`src/design/stc_pkg.sv`:
```
// Shared types, constants and the month length table of the seconds-to-calendar converter.
package stc_pkg;

  localparam int unsigned AluW = 18;

  typedef logic [AluW-1:0] alu_t;

  localparam alu_t SecsPerDay  = alu_t'(86400);
  localparam alu_t SecsPerHour = alu_t'(3600);
  localparam alu_t SecsPerMin  = alu_t'(60);

  localparam logic [11:0] EpochYear   = 12'd2025;
  localparam logic [1:0]  EpochMod4   = 2'd1;
  localparam logic [6:0]  EpochMod100 = 7'd25;
  localparam logic [8:0]  EpochMod400 = 9'd25;

  localparam logic [3:0] MonthFeb = 4'd2;
  localparam logic [3:0] MonthDec = 4'd12;

  function automatic logic [8:0] month_length(input logic [3:0] month, input logic leap);
    logic [8:0] d;
    unique case (month)
      4'd2:                      d = leap ? 9'd29 : 9'd28;
      4'd4, 4'd6, 4'd9, 4'd11:   d = 9'd30;
      default:                   d = 9'd31;
    endcase
    return d;
  endfunction

endpackage

```
`src/design/stc_alu.sv`:
```
// Shared compare-and-subtract unit used by every step of the conversion.
module stc_alu (
  input  stc_pkg::alu_t a_i,
  input  stc_pkg::alu_t b_i,
  output stc_pkg::alu_t diff_o,
  output logic          ge_o
);
  import stc_pkg::*;

  logic [AluW:0] full;

  assign full   = {1'b0, a_i} - {1'b0, b_i};
  assign diff_o = full[AluW-1:0];
  assign ge_o   = ~full[AluW];

endmodule

```
`src/design/seconds_to_calendar_datetime_core.sv`:
```
// Top level: sequencer that converts elapsed seconds into a calendar date and time.
// Steps: day division, hour division and minute division, then the years and after them the
// months are counted off one at a time until the remaining days no longer cover one. Busy
// drops in the strobe cycle, so a new transaction is accepted only once the previous result
// has been given. The result strobe cannot be stalled.
// Reset clears the sequencer to idle; the result registers are not reset.
module seconds_to_calendar_datetime_core (
  input  logic        clk_i,
  input  logic        rst_ni,
  input  logic        start,
  output logic        busy,
  input  logic [31:0] elapsed_seconds_i,
  output logic        result_valid_o,
  output logic [11:0] year_o,
  output logic [3:0]  month_o,
  output logic [4:0]  day_of_month_o,
  output logic [4:0]  hour_o,
  output logic [5:0]  minute_o,
  output logic [5:0]  second_o
);
  import stc_pkg::*;

  typedef enum logic [2:0] {
    StIdle,
    StDays,
    StHours,
    StMins,
    StYears,
    StMonths
  } state_e;

  state_e      state_q;
  logic        valid_q;
  logic [4:0]  cnt_q;
  logic [16:0] acc_q;
  logic [31:0] shreg_q;
  logic [15:0] days_q;
  logic [11:0] year_q;
  logic [3:0]  month_q;
  logic [4:0]  hour_q;
  logic [5:0]  minute_q;
  logic [5:0]  second_q;
  logic [1:0]  m4_q;
  logic [6:0]  m100_q;
  logic [8:0]  m400_q;

  logic        leap;
  alu_t        alu_a;
  alu_t        alu_b;
  alu_t        alu_diff;
  logic        alu_ge;
  alu_t        trial;
  logic [16:0] step_acc;
  logic [31:0] step_sh;
  logic        month_step;

  assign leap  = ((m4_q == 2'd0) && (m100_q != 7'd0)) || (m400_q == 9'd0);
  assign trial = {acc_q, shreg_q[31]};

  always_comb begin
    unique case (state_q)
      StDays:   alu_b = SecsPerDay;
      StHours:  alu_b = SecsPerHour;
      StMins:   alu_b = SecsPerMin;
      StYears:  alu_b = leap ? alu_t'(366) : alu_t'(365);
      default:  alu_b = alu_t'(month_length(month_q, leap));
    endcase
    if ((state_q == StYears) || (state_q == StMonths)) begin
      alu_a = {2'b00, days_q};
    end else begin
      alu_a = trial;
    end
  end

  stc_alu u_alu (
    .a_i    (alu_a),
    .b_i    (alu_b),
    .diff_o (alu_diff),
    .ge_o   (alu_ge)
  );

  assign step_acc   = alu_ge ? alu_diff[16:0] : trial[16:0];
  assign step_sh    = {shreg_q[30:0], alu_ge};
  assign month_step = alu_ge && (month_q != MonthDec);

  always_ff @(posedge clk_i or negedge rst_ni) begin
    if (!rst_ni) begin
      state_q <= StIdle;
      valid_q <= 1'b0;
      cnt_q   <= '0;
    end else begin
      valid_q <= (state_q == StMonths) && !month_step;
      unique case (state_q)
        StIdle: begin
          if (start) begin
            state_q  <= StDays;
            cnt_q    <= 5'd31;
            acc_q    <= '0;
            shreg_q  <= elapsed_seconds_i;
            year_q   <= EpochYear;
            month_q  <= 4'd1;
            m4_q     <= EpochMod4;
            m100_q   <= EpochMod100;
            m400_q   <= EpochMod400;
          end
        end
        StDays: begin
          if (cnt_q == 5'd0) begin
            days_q  <= step_sh[15:0];
            acc_q   <= '0;
            shreg_q <= {step_acc, 15'd0};
            cnt_q   <= 5'd16;
            state_q <= StHours;
          end else begin
            cnt_q   <= cnt_q - 5'd1;
            acc_q   <= step_acc;
            shreg_q <= step_sh;
          end
        end
        StHours: begin
          if (cnt_q == 5'd0) begin
            hour_q  <= step_sh[4:0];
            acc_q   <= '0;
            shreg_q <= {step_acc[11:0], 20'd0};
            cnt_q   <= 5'd11;
            state_q <= StMins;
          end else begin
            cnt_q   <= cnt_q - 5'd1;
            acc_q   <= step_acc;
            shreg_q <= step_sh;
          end
        end
        StMins: begin
          if (cnt_q == 5'd0) begin
            minute_q <= step_sh[5:0];
            second_q <= step_acc[5:0];
            state_q  <= StYears;
          end else begin
            cnt_q   <= cnt_q - 5'd1;
            acc_q   <= step_acc;
            shreg_q <= step_sh;
          end
        end
        StYears: begin
          if (alu_ge) begin
            days_q <= alu_diff[15:0];
            year_q <= year_q + 12'd1;
            m4_q   <= m4_q + 2'd1;
            m100_q <= (m100_q == 7'd99) ? 7'd0 : m100_q + 7'd1;
            m400_q <= (m400_q == 9'd399) ? 9'd0 : m400_q + 9'd1;
          end else begin
            state_q <= StMonths;
          end
        end
        StMonths: begin
          if (month_step) begin
            days_q  <= alu_diff[15:0];
            month_q <= month_q + 4'd1;
          end else begin
            state_q <= StIdle;
          end
        end
        default: begin
          state_q <= StIdle;
        end
      endcase
    end
  end

  assign busy           = (state_q != StIdle);
  assign result_valid_o = valid_q;
  assign year_o         = year_q;
  assign month_o        = month_q;
  assign day_of_month_o = days_q[4:0] + 5'd1;
  assign hour_o         = hour_q;
  assign minute_o       = minute_q;
  assign second_o       = second_q;

endmodule

```
`config.mk`:
```
export PLATFORM = sky130hd
export DESIGN_NAME = seconds_to_calendar_datetime_core
export DESIGN_NICKNAME = d
export VERILOG_FILES = /design/src/design/stc_pkg.sv /design/src/design/stc_alu.sv /design/src/design/seconds_to_calendar_datetime_core.sv
export SDC_FILE = /design/constraint.sdc
export NUM_CORES = 1
export LEC_CHECK = 0
export CAP_MARGIN = 0
export CORE_MARGIN = 2
export CORE_UTILIZATION = 50
export DETAILED_ROUTE_END_ITERATION = 12
export DONT_BUFFER_PORTS = 1
export GPL_TIMING_DRIVEN = 1
export PLACE_DENSITY_LB_ADDON = 0.08
export REMOVE_ABC_BUFFERS = 1
export SETUP_SLACK_MARGIN = 0.2
export SLEW_MARGIN = 10
export SYNTH_ARGS = -nofsm -noshare
export SYNTH_HDL_FRONTEND = slang
export SYNTH_SLANG_ARGS = --single-unit
```
`constraint.sdc`:
```
create_clock -name clk_i -period 6.15 [get_ports clk_i]
set_input_delay 0.3075 -clock clk_i [delete_from_list [all_inputs] [get_ports clk_i]]
set_output_delay 0.3075 -clock clk_i [all_outputs]
set_load 0.1 [all_outputs]
```
==> qor.csv, run 1 <==
stage,metric,value,unit
detailed_routing,drt drc,0,
timing,Tmin final,4880,ps
logic_synthesis,Unique masters post-synth,65,
detailed_routing,vias per cell,6.04,
pwr,overall power,4.47,mW
grt,first-pass GRT wire length,28500,um
setup_path,WP data arrival,5030,ps
die,Die Width,123,um
setup_path,crit path launch type,flop,
logic_synthesis,Mapped Cells,692,
logic_synthesis,Async SR Flop Fraction,7.20,%
die,height of the die,123,um
timing,post-route worst setup slack,1270,ps
setup_path,R2R Path Start,state_q[0]$_DFFE_PN0P_,
worst_hold_path,Worst Hold Class,in2reg,
place,dpl ws,1450,ps
detailed_routing,first-pass detailed-route iteration total,5,
die,Die Area,15100,um2
setup_path,kind of critical path,reg2reg,
cts,CTS tree,done,
logic_synthesis,Synth Cell Area,7070,um2
detailed_routing,Total Wirelength,17900,um
logic_synthesis,Yosys warnings,0,
timing,clock skew,6.92,ps
grt,initial antenna violation count,0,
logic_synthesis,largest cells by area after synthesis,"edfxtp_1, nand2_1, ha_1",
place,PortBufs,0,
setup_path,r2r worst-path depth,14,
logic_synthesis,Post-synth EDFFs,116,
logic_synthesis,Synth area leader,edfxtp_1,
logic_synthesis,sequential cell area fraction in the yosys report,52.5,%
die,core box area,13800,um2
timing,Least-Margin Pin Slew,1180,ps
pwr,VDD IR max,0.284,mV
cells_and_area,sequential cell area,3710,um2
cts,root buf cell,clkbuf_16,
timing,# setup viols final,0,
grt,gr ovfl total,0,
cells_and_area,Final Instance Area,7960,um2
setup_path,Critical Path Fanout Max,15,
worst_hold_path,hold depth,1,
timing,TNS Setup,0,ps
cells_and_area,share of cells above drive strength 1,9.15,%
cells_and_area,Multi-input gate area,3150,um2
timing,max-slew violations,0,
pwr,Power Density,561,nW/um2
cells_and_area,Final nets,760,
cts,htree depth,4,
detailed_routing,antenna-violating nets left,0,
run,Max Cap Viol,0,
setup_path,Worst Setup End Kind,flop,
logic_synthesis,Synth Flop Type,edfxtp_1,
pwr,Pleak,3.07,nW
cts,"Clk pin slew, worst setup/hold paths",60,ps
die,Starting Density,51.1,%
worst_hold_path,hold path endpoint,shreg_q[23]$_DFFE_PP_,
logic_synthesis,commonest cells in the netlist,"nand2_1, edfxtp_1, nor2_1",
detailed_routing,total number of vias,5377,
setup_path,worst reg2reg path endpoint,shreg_q[30]$_DFFE_PP_,
timing,RSZ-0062 raised after global routing,false,
grt,largest net degree at the start of global routing,38,
cts,Bufs on Longest Clock Path,2,
die,num rows,43,
run_status,status,"complete, no violations",
cts,Worst-Skew Late Latency,420,ps
timing,Slew Limit Headroom,21.0,%
timing,final hold violations,0,
grt,vias in the first global route,5374,
setup_path,Register-to-Register Setup Slack,1270,ps
logic_synthesis,most frequent cell after synthesis,nand2_1,
grt,all-layer global routing usage,25.0,%
cells_and_area,fin util,57.6,%
timing,Final Cycle Share,79.4,%
detailed_routing,first-iteration detailed-routing DRC count,532,
cells_and_area,Layout area overhead,12.6,%
place,area post-placement,7330,um2
place,hpwl dp,12500,um
die,IO Pins,75,
cts,Clock Sink Count,125,
place,Final Wtd Congestion,0.858,
logic_synthesis,Synth top area share,49.3,%
timing,f_max,0.205,GHz
cells_and_area,Antenna Cells,0,
logic_synthesis,Synth Register Bits,125,
setup_path,worst endpoint required time,6300,ps
detailed_routing,DR WL/cell,20.1,um
worst_hold_path,Hold Crit Start,elapsed_seconds_i[23],
cts,total CTS buffers,17,
logic_synthesis,syn avg cell area,10.2,um2
cells_and_area,Fillers,1168,
[registers in the layout (all words and copies together) (netlist names)]
signal / cells
year_o: 12
m100_q: 7
result_valid_o: 1
acc_q: 17
state_q: 3
month_o: 4
shreg_q: 32
minute_o: 6
hour_o: 5
second_o: 6
cnt_q: 5
days_q: 16
m400_q: 9
m4_q: 2
[stage by stage]
step	hold WS (ps)	std cells
2_1_floorplan	11.9	661
3_3_place_gp	12.2	857
3_5_place_dp	12.1	857
4_1_cts	72.8	890
5_1_grt	72.1	890
6_report	82.0	890
[timing repair]
item | 4_1_cts | 5_1_grt
setup buffers | 0 | 0
gates resized for setup | 0 | 0
hold endpoints to repair | 9 | 0
hold buffers | 1 | 0
[where the power goes]
group | leakage, nW | switching, mW | internal, mW
registers | 1.14 | 0.151 | 1.23
logic | 1.63 | 1.29 | 0.729
clock network | 0.298 | 0.383 | 0.679
total | 3.07 | 1.82 | 2.64
[critical path, stage by stage, from the launching register on]
cell      delay [ps]
dfrtp_1          530
buf_4            280
nand2_1          260
nor2_1           440
inv_1            270
nand2_1          160
ha_1             250
a21o_1           180
a31oi_1           70
a21oi_1          340
nor4_1           100
o311ai_0         680
mux2_2           410
a211oi_1         460
o221ai_1         170
[worst max-delay path by stage]
| stage | start | endpoint | slack [ps] | cells after the start |
|---|---|---|---|---|
| after floorplan | state_q[0]$_DFFE_PN0P_ | shreg_q[25]$_DFFE_PP_ | 260 | 12 |
| after global placement | month_o[2]$_SDFFCE_PN0P_ | shreg_q[21]$_DFFE_PP_ | 1490 | 17 |
| after detailed placement | state_q[0]$_DFFE_PN0P_ | shreg_q[30]$_DFFE_PP_ | 1450 | 14 |
| after CTS | state_q[0]$_DFFE_PN0P_ | shreg_q[30]$_DFFE_PP_ | 1380 | 14 |
| after global routing | state_q[0]$_DFFE_PN0P_ | shreg_q[30]$_DFFE_PP_ | 1010 | 14 |
| final | state_q[0]$_DFFE_PN0P_ | shreg_q[30]$_DFFE_PP_ | 1270 | 14 |
[cell families after synthesis]
| kind of cell | Yosys count | share of synthesized area, % |
|---|---|---|
| mux | 17 | 2.55 |
| xor+xnor | 42 | 5.20 |
| flops | 125 | 52.5 |
| simple gates | 260 | 15.9 |
| compound gates | 156 | 15.2 |
| buf+inv | 64 | 3.63 |
| fa+ha+maj | 28 | 5.06 |
[per-layer routing]
metal  part of all wire [%]  vias to the layer above  GRT usage, %
met4                    1.6                        0          7.26
met1                     44                     2585          33.3
li1                       -                     2525             -
met5                      0                        -             0
met3                    8.9                       26          8.21
met2                     46                      241          39.1
[area by class of cell]
cell class	instances	area share (%)
inverters	33	1.56
multi-input cells	503	39.6
clock inverters	14	2.42
repair buffers	17	1.63
clock buffers	18	5.39
well taps	180	2.83
flip-flops and latches	125	46.6
[cell usage in the layout (no fill, tap or decap), types with 5 or more instances in the layout]
master	Yosys	final
inv_1	32	32
edfxtp_1	116	116
a211o_1	8	8
mux2i_1	13	13
o21ai_0	33	32
xor2_1	18	17
o211ai_1	5	5
a211oi_1	5	5
and2_1	6	6
a22oi_1	8	8
and3_1	14	14
xnor2_1	24	22
ha_1	27	27
nand3_1	22	22
a22o_1	14	14
nand2_1	122	122
a21oi_1	30	28
nor2_1	69	69
dfrtp_1	9	9
a31oi_1	6	6
o21a_1	5	5
a21o_1	5	5
nor3_1	9	9
clkbuf_16	0	17
buf_4	1	16
Note: power is estimated with default switching activity, not from simulation.
==> run 2, diff against run 1 <==
Clock period 6.15 ns to 4.7 ns, I/O delays scaled along.
==> run 2 against run 1 <==
Effect of this change:
- sequential share of layout area shrank 0.70 points
- non-clock buffer count grew 13
- via count grew 0.65%
- first-iteration DRC count shrank 20%
- final cell count grew 1.5%
- hold slack lost 74 ps
- wire length grew 2.6%
- largest cell class unchanged
- highest routed layer unchanged
==> qor.csv, run 2 (same netlist as run 1, synthesis figures left out) <==
stage,metric,value,unit,change
detailed_routing,WL met3,1770,um,+11%
timing,f_max,0.236,GHz,+15%
grt,gr ovfl total,0,,unchanged
cells_and_area,Antenna Cells,0,,unchanged
die,Die Area,15100,um2,unchanged
grt,all-layer global routing usage,25.6,%,+0.60 points
timing,Tmin final,4240,ps,-646 ps
cts,Worst-Skew Late Latency,420,ps,about the same
timing,max-slew violations,0,,unchanged
detailed_routing,Total Wirelength,18400,um,+2.6%
setup_path,worst endpoint required time,4870,ps,-1430 ps
setup_path,Worst Setup End Kind,flop,,
cells_and_area,register name with the most flops,shreg_q,,
timing,Slew Limit Headroom,19.3,%,-1.7 points
cells_and_area,Layout area overhead,14.4,%,
cts,htree depth,4,,unchanged
cells_and_area,Layout Cells excl Fill,903,,+1.5%
detailed_routing,DR top layer,met4,,
timing,TNS Setup,0,ps,unchanged
pwr,Internal,3.55,mW,+34%
pwr,Pleak,3.13,nW,+2.0%
cts,root buf cell,clkbuf_16,,
die,height of the die,123,um,unchanged
detailed_routing,DR WL/cell,20.4,um,+1.1%
setup_path,crit path launch,m100_q[2]$_SDFFCE_PP0P_,,
timing,hold slack,8.35,ps,-73.7 ps
pwr,Reg power frac,30.2,%,-0.8 points
detailed_routing,antenna-violating nets left,0,,unchanged
timing,post-route worst setup slack,462,ps,-804 ps
setup_path,kind of critical path,reg2reg,,
detailed_routing,drt drc,0,,unchanged
cells_and_area,"commonest non-fill, non-tap cells in the layout","nand2_1, edfxtp_1, nor2_1, inv_1, o21ai_0",,
setup_path,crit path launch type,flop,,
detailed_routing,vias per cell,5.99,,-0.80%
detailed_routing,first-iteration detailed-routing DRC count,424,,-20%
pwr,VDD IR max,0.311,mV,+9.3%
cts,CTS tree,done,,
grt,vias in the first global route,5304,,-1.3%
detailed_routing,met1 wire length,7930,um,+1.6%
setup_path,Critical Path Fanout Max,21,,+6
die,Starting Density,51.1,%,unchanged
place,Placed Cells,869,,+1.4%
run,Max Cap Viol,0,,unchanged
die,Die Width,123,um,unchanged
grt,largest net degree at the start of global routing,38,,unchanged
detailed_routing,Met2 Wirelength,8390,um,+1.8%
place,Final Wtd Congestion,0.913,,+6.4%
timing,Final Cycle Share,90.2,%,+11 points
pwr,combinational share of power,47.1,%,+1.9 points
cts,Post-CTS Setup Repair Bufs,0,,unchanged
timing,RSZ-0062 raised after global routing,true,,
run_status,status,"complete, no violations",,
setup_path,WP data arrival,4410,ps,-620 ps
die,core box area,13800,um2,unchanged
timing,Least-Margin Pin Slew,1210,ps,+25.5 ps
pwr,Power Density,738,nW/um2,+32%
pwr,Clock Power Share,22.7,%,-1.1 points
cells_and_area,top flop regs,"shreg_q (32), acc_q (17), days_q (16)",,
worst_hold_path,Hold Crit Start,elapsed_seconds_i[0],,
detailed_routing,total number of vias,5412,,+0.65%
timing,clock skew,10.1,ps,+3.18 ps
cts,total CTS buffers,17,,unchanged
grt,initial antenna violation count,0,,unchanged
place,dpl ws,334,ps,-1120 ps
place,area post-placement,7430,um2,+1.4%
grt,first-pass GRT wire length,28700,um,+0.65%
cts,"Clk pin slew, worst setup/hold paths",60,ps,about the same
pwr,overall power,5.97,mW,+34%
timing,# setup viols final,0,,unchanged
detailed_routing,first-pass detailed-route iteration total,7,,+2
cells_and_area,max FFs per register,32,,unchanged
place,hpwl dp,12900,um,+3.5%
cells_and_area,share of cells above drive strength 1,10.8,%,+1.6 points
worst_hold_path,Worst Hold Class,in2reg,,
cts,Bufs on Longest Clock Path,2,,unchanged
cts,Clock Sink Count,125,,unchanged
pwr,Sw Pwr,2.42,mW,+32%
place,PortBufs,0,,unchanged
cells_and_area,fin util,58.5,%,+0.88 points
pwr,Switching Fraction,40.5,%,-0.33 points
cells_and_area,Final nets,773,,+1.7%
cells_and_area,"commonest non-fill, non-tap cell in the layout",nand2_1,,
timing,final hold violations,0,,unchanged
die,num rows,43,,unchanged
setup_path,R2R Path Start,m100_q[2]$_SDFFCE_PP0P_,,
cells_and_area,Final Instance Area,8090,um2,+1.5%
setup_path,Register-to-Register Setup Slack,460,ps,-800 ps
die,IO Pins,75,,unchanged
## run 2: power groups by stage
stage          Combinational [mW]  Sequential (mW)  Clock, mW
3_3_place_gp                 2.70             1.82          0
2_1_floorplan                1.88             1.77          0
5_1_grt                      3.05             1.83       1.42
4_1_cts                      2.73             1.80       1.38
3_5_place_dp                 2.70             1.81          0
6_report                     2.81             1.80       1.36
## run 2: worst paths after layout
check	to	cells after the start
max reg2reg	shreg_q[24]$_DFFE_PP_	17
min	shreg_q[0]$_DFFE_PP_	2
max in group asynchronous	result_valid_o$_DFF_PN0_	1
min reg2reg	minute_o[5]$_DFFE_PP_	0
max	shreg_q[24]$_DFFE_PP_	17
min in group asynchronous	cnt_q[4]$_DFFE_PN0P_	1
## run 2: timing repair
item                       in CTS  in global routing
hold endpoints to repair       10                  0
setup endpoints to repair       0                 31
gates resized for setup         0                  8
hold buffers                    2                  0
## run 2: final cells by class
type | count | area (um2)
clock buffers | 20 | 437
clock inverters | 12 | 170
fillers | 1166 | 5740
inverters | 33 | 126
multi-input cells | 503 | 3170
flip-flops and latches | 125 | 3710
well taps | 180 | 225
repair buffers | 30 | 246
## run 2: routing by layer
metal,global-route usage [%],vias up
li1,-,2546
met1,34.9,2593
met5,0,-
met4,8.91,0
met2,39.0,243
met3,7.75,30
## run 2: worst max-delay path, stage by stage, from the launching register on
cell      delay [ps]
edfxtp_1         450
nor3_1           270
nand3_1          120
a32oi_1          250
nand2_1          120
nand2_1           90
ha_1             170
inv_1             60
fa_1             400
a21o_1           210
a31o_2           260
nand4_1          110
nand2_1          140
a31oi_2          390
inv_4            210
mux2i_2          350
a21oi_1          120
a211o_1          270
==> run 3, diff against run 2 <==
Settings changed: PLACE_DENSITY_LB_ADDON 0.08 to unset.
==> run 3 against run 2 <==
Effect of this change:
- combinational power hardly changed
- first-iteration DRC count decreased by 3.5%
- register-to-register slack hardly changed
- non-clock buffer count unchanged
- clock power barely moved
- global-route usage shrank 0.79 points
- design area barely moved
- sequential power barely moved
- sequential cell count unchanged
- largest cell class unchanged
==> qor.csv, run 3 (same netlist as run 1, synthesis figures left out) <==
stage,metric,value,unit,change
cts,root buf cell,clkbuf_16,,
run,Max Cap Viol,0,,unchanged
detailed_routing,met1 wire length,8270,um,+4.2%
run_status,status,"complete, no violations",,
cells_and_area,share of cells above drive strength 1,11.3,%,+0.55 points
cells_and_area,Layout area overhead,14.4,%,about the same
setup_path,Crit path buffers/inverters,3,,+1
cells_and_area,"commonest non-fill, non-tap cell in the layout",nand2_1,,
timing,max-slew violations,0,,unchanged
grt,gr ovfl total,0,,unchanged
place,PortBufs,0,,unchanged
cells_and_area,top flop regs,"shreg_q (32), acc_q (17), days_q (16)",,
grt,first-pass GRT wire length,28100,um,-1.9%
cts,htree depth,4,,unchanged
die,num rows,43,,unchanged
detailed_routing,first-pass detailed-route iteration total,5,,-2
cts,total CTS buffers,17,,unchanged
grt,all-layer global routing usage,24.8,%,-0.79 points
setup_path,kind of critical path,reg2reg,,
detailed_routing,first-iteration detailed-routing DRC count,409,,-3.5%
setup_path,Critical Path Fanout Max,18,,-14%
setup_path,most frequent CP cell,nand2_1,,
place,hpwl dp,12500,um,-3.5%
detailed_routing,drt drc,0,,unchanged
cells_and_area,Fillers,1164,,-0.17%
pwr,Power Density,736,nW/um2,-0.33%
grt,vias in the first global route,5320,,+0.30%
detailed_routing,Met2 Wirelength,7960,um,-5.2%
cells_and_area,max FFs per register,32,,unchanged
detailed_routing,total number of vias,5419,,+0.13%
die,Die Area,15100,um2,unchanged
timing,Slew Limit Headroom,19.6,%,+0.38 points
cells_and_area,Multi-input gate area,3180,um2,+0.20%
setup_path,crit path launch type,flop,,
die,IO Pins,75,,unchanged
cells_and_area,register name with the most flops,shreg_q,,
setup_path,Register-to-Register Setup Slack,470,ps,about the same
pwr,Clock Power Share,23.0,%,+0.3 points
pwr,Sw Pwr,2.45,mW,+1.4%
setup_path,CP peak stage delay,390,ps,-60 ps
die,core box area,13800,um2,unchanged
cells_and_area,"commonest non-fill, non-tap cells in the layout","nand2_1, edfxtp_1, nor2_1, inv_1, o21ai_0",,
cells_and_area,Antenna Cells,0,,unchanged
setup_path,WP data arrival,4400,ps,about the same
cells_and_area,sequential cell area,3710,um2,unchanged
detailed_routing,DR WL/cell,19.7,um,-3.4%
pwr,Pleak,3.13,nW,about the same
timing,# setup viols final,0,,unchanged
timing,f_max,0.236,GHz,+0.16%
timing,final hold violations,0,,unchanged
timing,TNS Setup,0,ps,unchanged
pwr,Internal,3.50,mW,-1.4%
cts,Post-CTS Setup Repair Bufs,0,,unchanged
setup_path,Top Family by Delay on Critical Path,compound AO/OA/AOI/OAI gates,,
pwr,VDD IR max,0.338,mV,+8.9%
detailed_routing,DR top layer,met4,,
detailed_routing,WL met3,1270,um,-28%
die,Die Width,123,um,unchanged
setup_path,worst endpoint required time,4870,ps,about the same
timing,RSZ-0062 raised after global routing,true,,
detailed_routing,antenna-violating nets left,0,,unchanged
timing,Tmin final,4230,ps,-6.90 ps
die,Starting Density,51.1,%,unchanged
detailed_routing,vias per cell,6.00,,+0.13%
timing,clock skew,8.64,ps,-1.45 ps
pwr,Reg power frac,30.1,%,about the same
worst_hold_path,Worst Hold Class,in2reg,,
detailed_routing,Total Wirelength,17800,um,-3.4%
die,height of the die,123,um,unchanged
setup_path,critical path cell sequence,buf_4 > nor2_1 > nand2_1 > nand2_1 > o2111ai_1 > nand2_1 > ha_1 > inv_1 > fa_1 > a21o_1 > a31o_2 > nand4_1 > nand2_1 > a31oi_2 > buf_4 > mux2i_2 > a21oi_1 > a211o_1,,
cts,CTS tree,done,,
cts,Bufs on Longest Clock Path,2,,unchanged
cts,Worst-Skew Late Latency,420,ps,about the same
setup_path,Worst Setup End Kind,flop,,
setup_path,critical path's slowest cell,dfrtp_1,,
cts,Clock Sink Count,125,,unchanged
timing,Final Cycle Share,90.0,%,-0.15 points
grt,initial antenna violation count,0,,unchanged
timing,Least-Margin Pin Slew,1200,ps,-5.66 ps
cts,"Clk pin slew, worst setup/hold paths",60,ps,about the same
pwr,Switching Fraction,41.2,%,+0.68 points
pwr,overall power,5.95,mW,-0.26%
place,Final Wtd Congestion,0.858,,-6.0%
cells_and_area,Final nets,773,,unchanged
grt,largest net degree at the start of global routing,38,,unchanged
pwr,combinational share of power,46.9,%,-0.2 points
==> run 3: changes by cell type in the layout (fill, tap and decap cells not counted), sizes merged <==
cell | previous run | this run
dlygate4sd3 | 2 | 3
inv | 33 | 37
bufinv | 4 | 3
clkinv | 6 | 5
clkbuf | 20 | 18
buf | 28 | 27
==> run 3: repair_timing <==
action / 4_1_cts / 5_1_grt
hold endpoints to repair: 11 / 0
gates resized for setup: 0 / 9
setup endpoints to repair: 0 / 32
hold buffers: 3 / 0
==> run 3: worst reg2reg max path, cell delays in order (launching register included) <==
cell and delay, ps:
dfrtp_1 390, buf_4 210, nor2_1 230, nand2_1 120
nand2_1 90, o2111ai_1 120, nand2_1 90, ha_1 180
inv_1 70, fa_1 390, a21o_1 200, a31o_2 260
nand4_1 120, nand2_1 150, a31oi_2 290, buf_4 280
mux2i_2 390, a21oi_1 130, a211o_1 270
==> run 3: power groups by stage <==
stage	combinational [mW]	sequential, mW	clock (mW)
finish	2.79	1.79	1.37
global route	3.05	1.82	1.43
CTS	2.72	1.79	1.39
floorplan	1.88	1.77	0
global placement	2.68	1.80	0
detailed placement	2.70	1.80	0
==> run 3: path summary, 6_finish.rpt <==
| kind | start | endpoint | cells after the start |
|---|---|---|---|
| min in group asynchronous | rst_ni | cnt_q[3]$_DFFE_PN0P_ | 1 |
| max reg2reg | state_q[1]$_DFFE_PN0P_ | shreg_q[21]$_DFFE_PP_ | 18 |
| max in group asynchronous | rst_ni | result_valid_o$_DFF_PN0_ | 1 |
| min | elapsed_seconds_i[25] | shreg_q[25]$_DFFE_PP_ | 1 |
| min reg2reg | shreg_q[2]$_DFFE_PP_ | minute_o[3]$_DFFE_PP_ | 0 |
| max | state_q[1]$_DFFE_PN0P_ | shreg_q[21]$_DFFE_PP_ | 18 |
==> run 3: layer usage <==
layer	vias to the layer above	global-route usage (%)
met5	-	0
met4	0	7.40
met2	177	37.6
met1	2669	34.5
met3	23	7.38
li1	2550	-
==> run 3: area by class of cell <==
type	instances	share of cell area, %
clock buffers	18	5.30
repair buffers	30	2.92
well taps	180	2.78
flip-flops and latches	125	45.8
multi-input cells	503	39.3
clock inverters	14	2.30
inverters	33	1.56
==> run 3: metrics by stage <==
step	std cells	instance area (um2)	setup slack (ps)	utilization [%]	hold slack, ps
after global placement	868	7410	288	53.6	-60.3
after floorplan	661	6940	-1190	-	-60.6
after detailed placement	868	7410	295	53.6	-60.3
after CTS	903	8060	274	58.3	0.233
final	903	8090	469	58.5	14.6
after global routing	903	8090	196	58.5	9.33
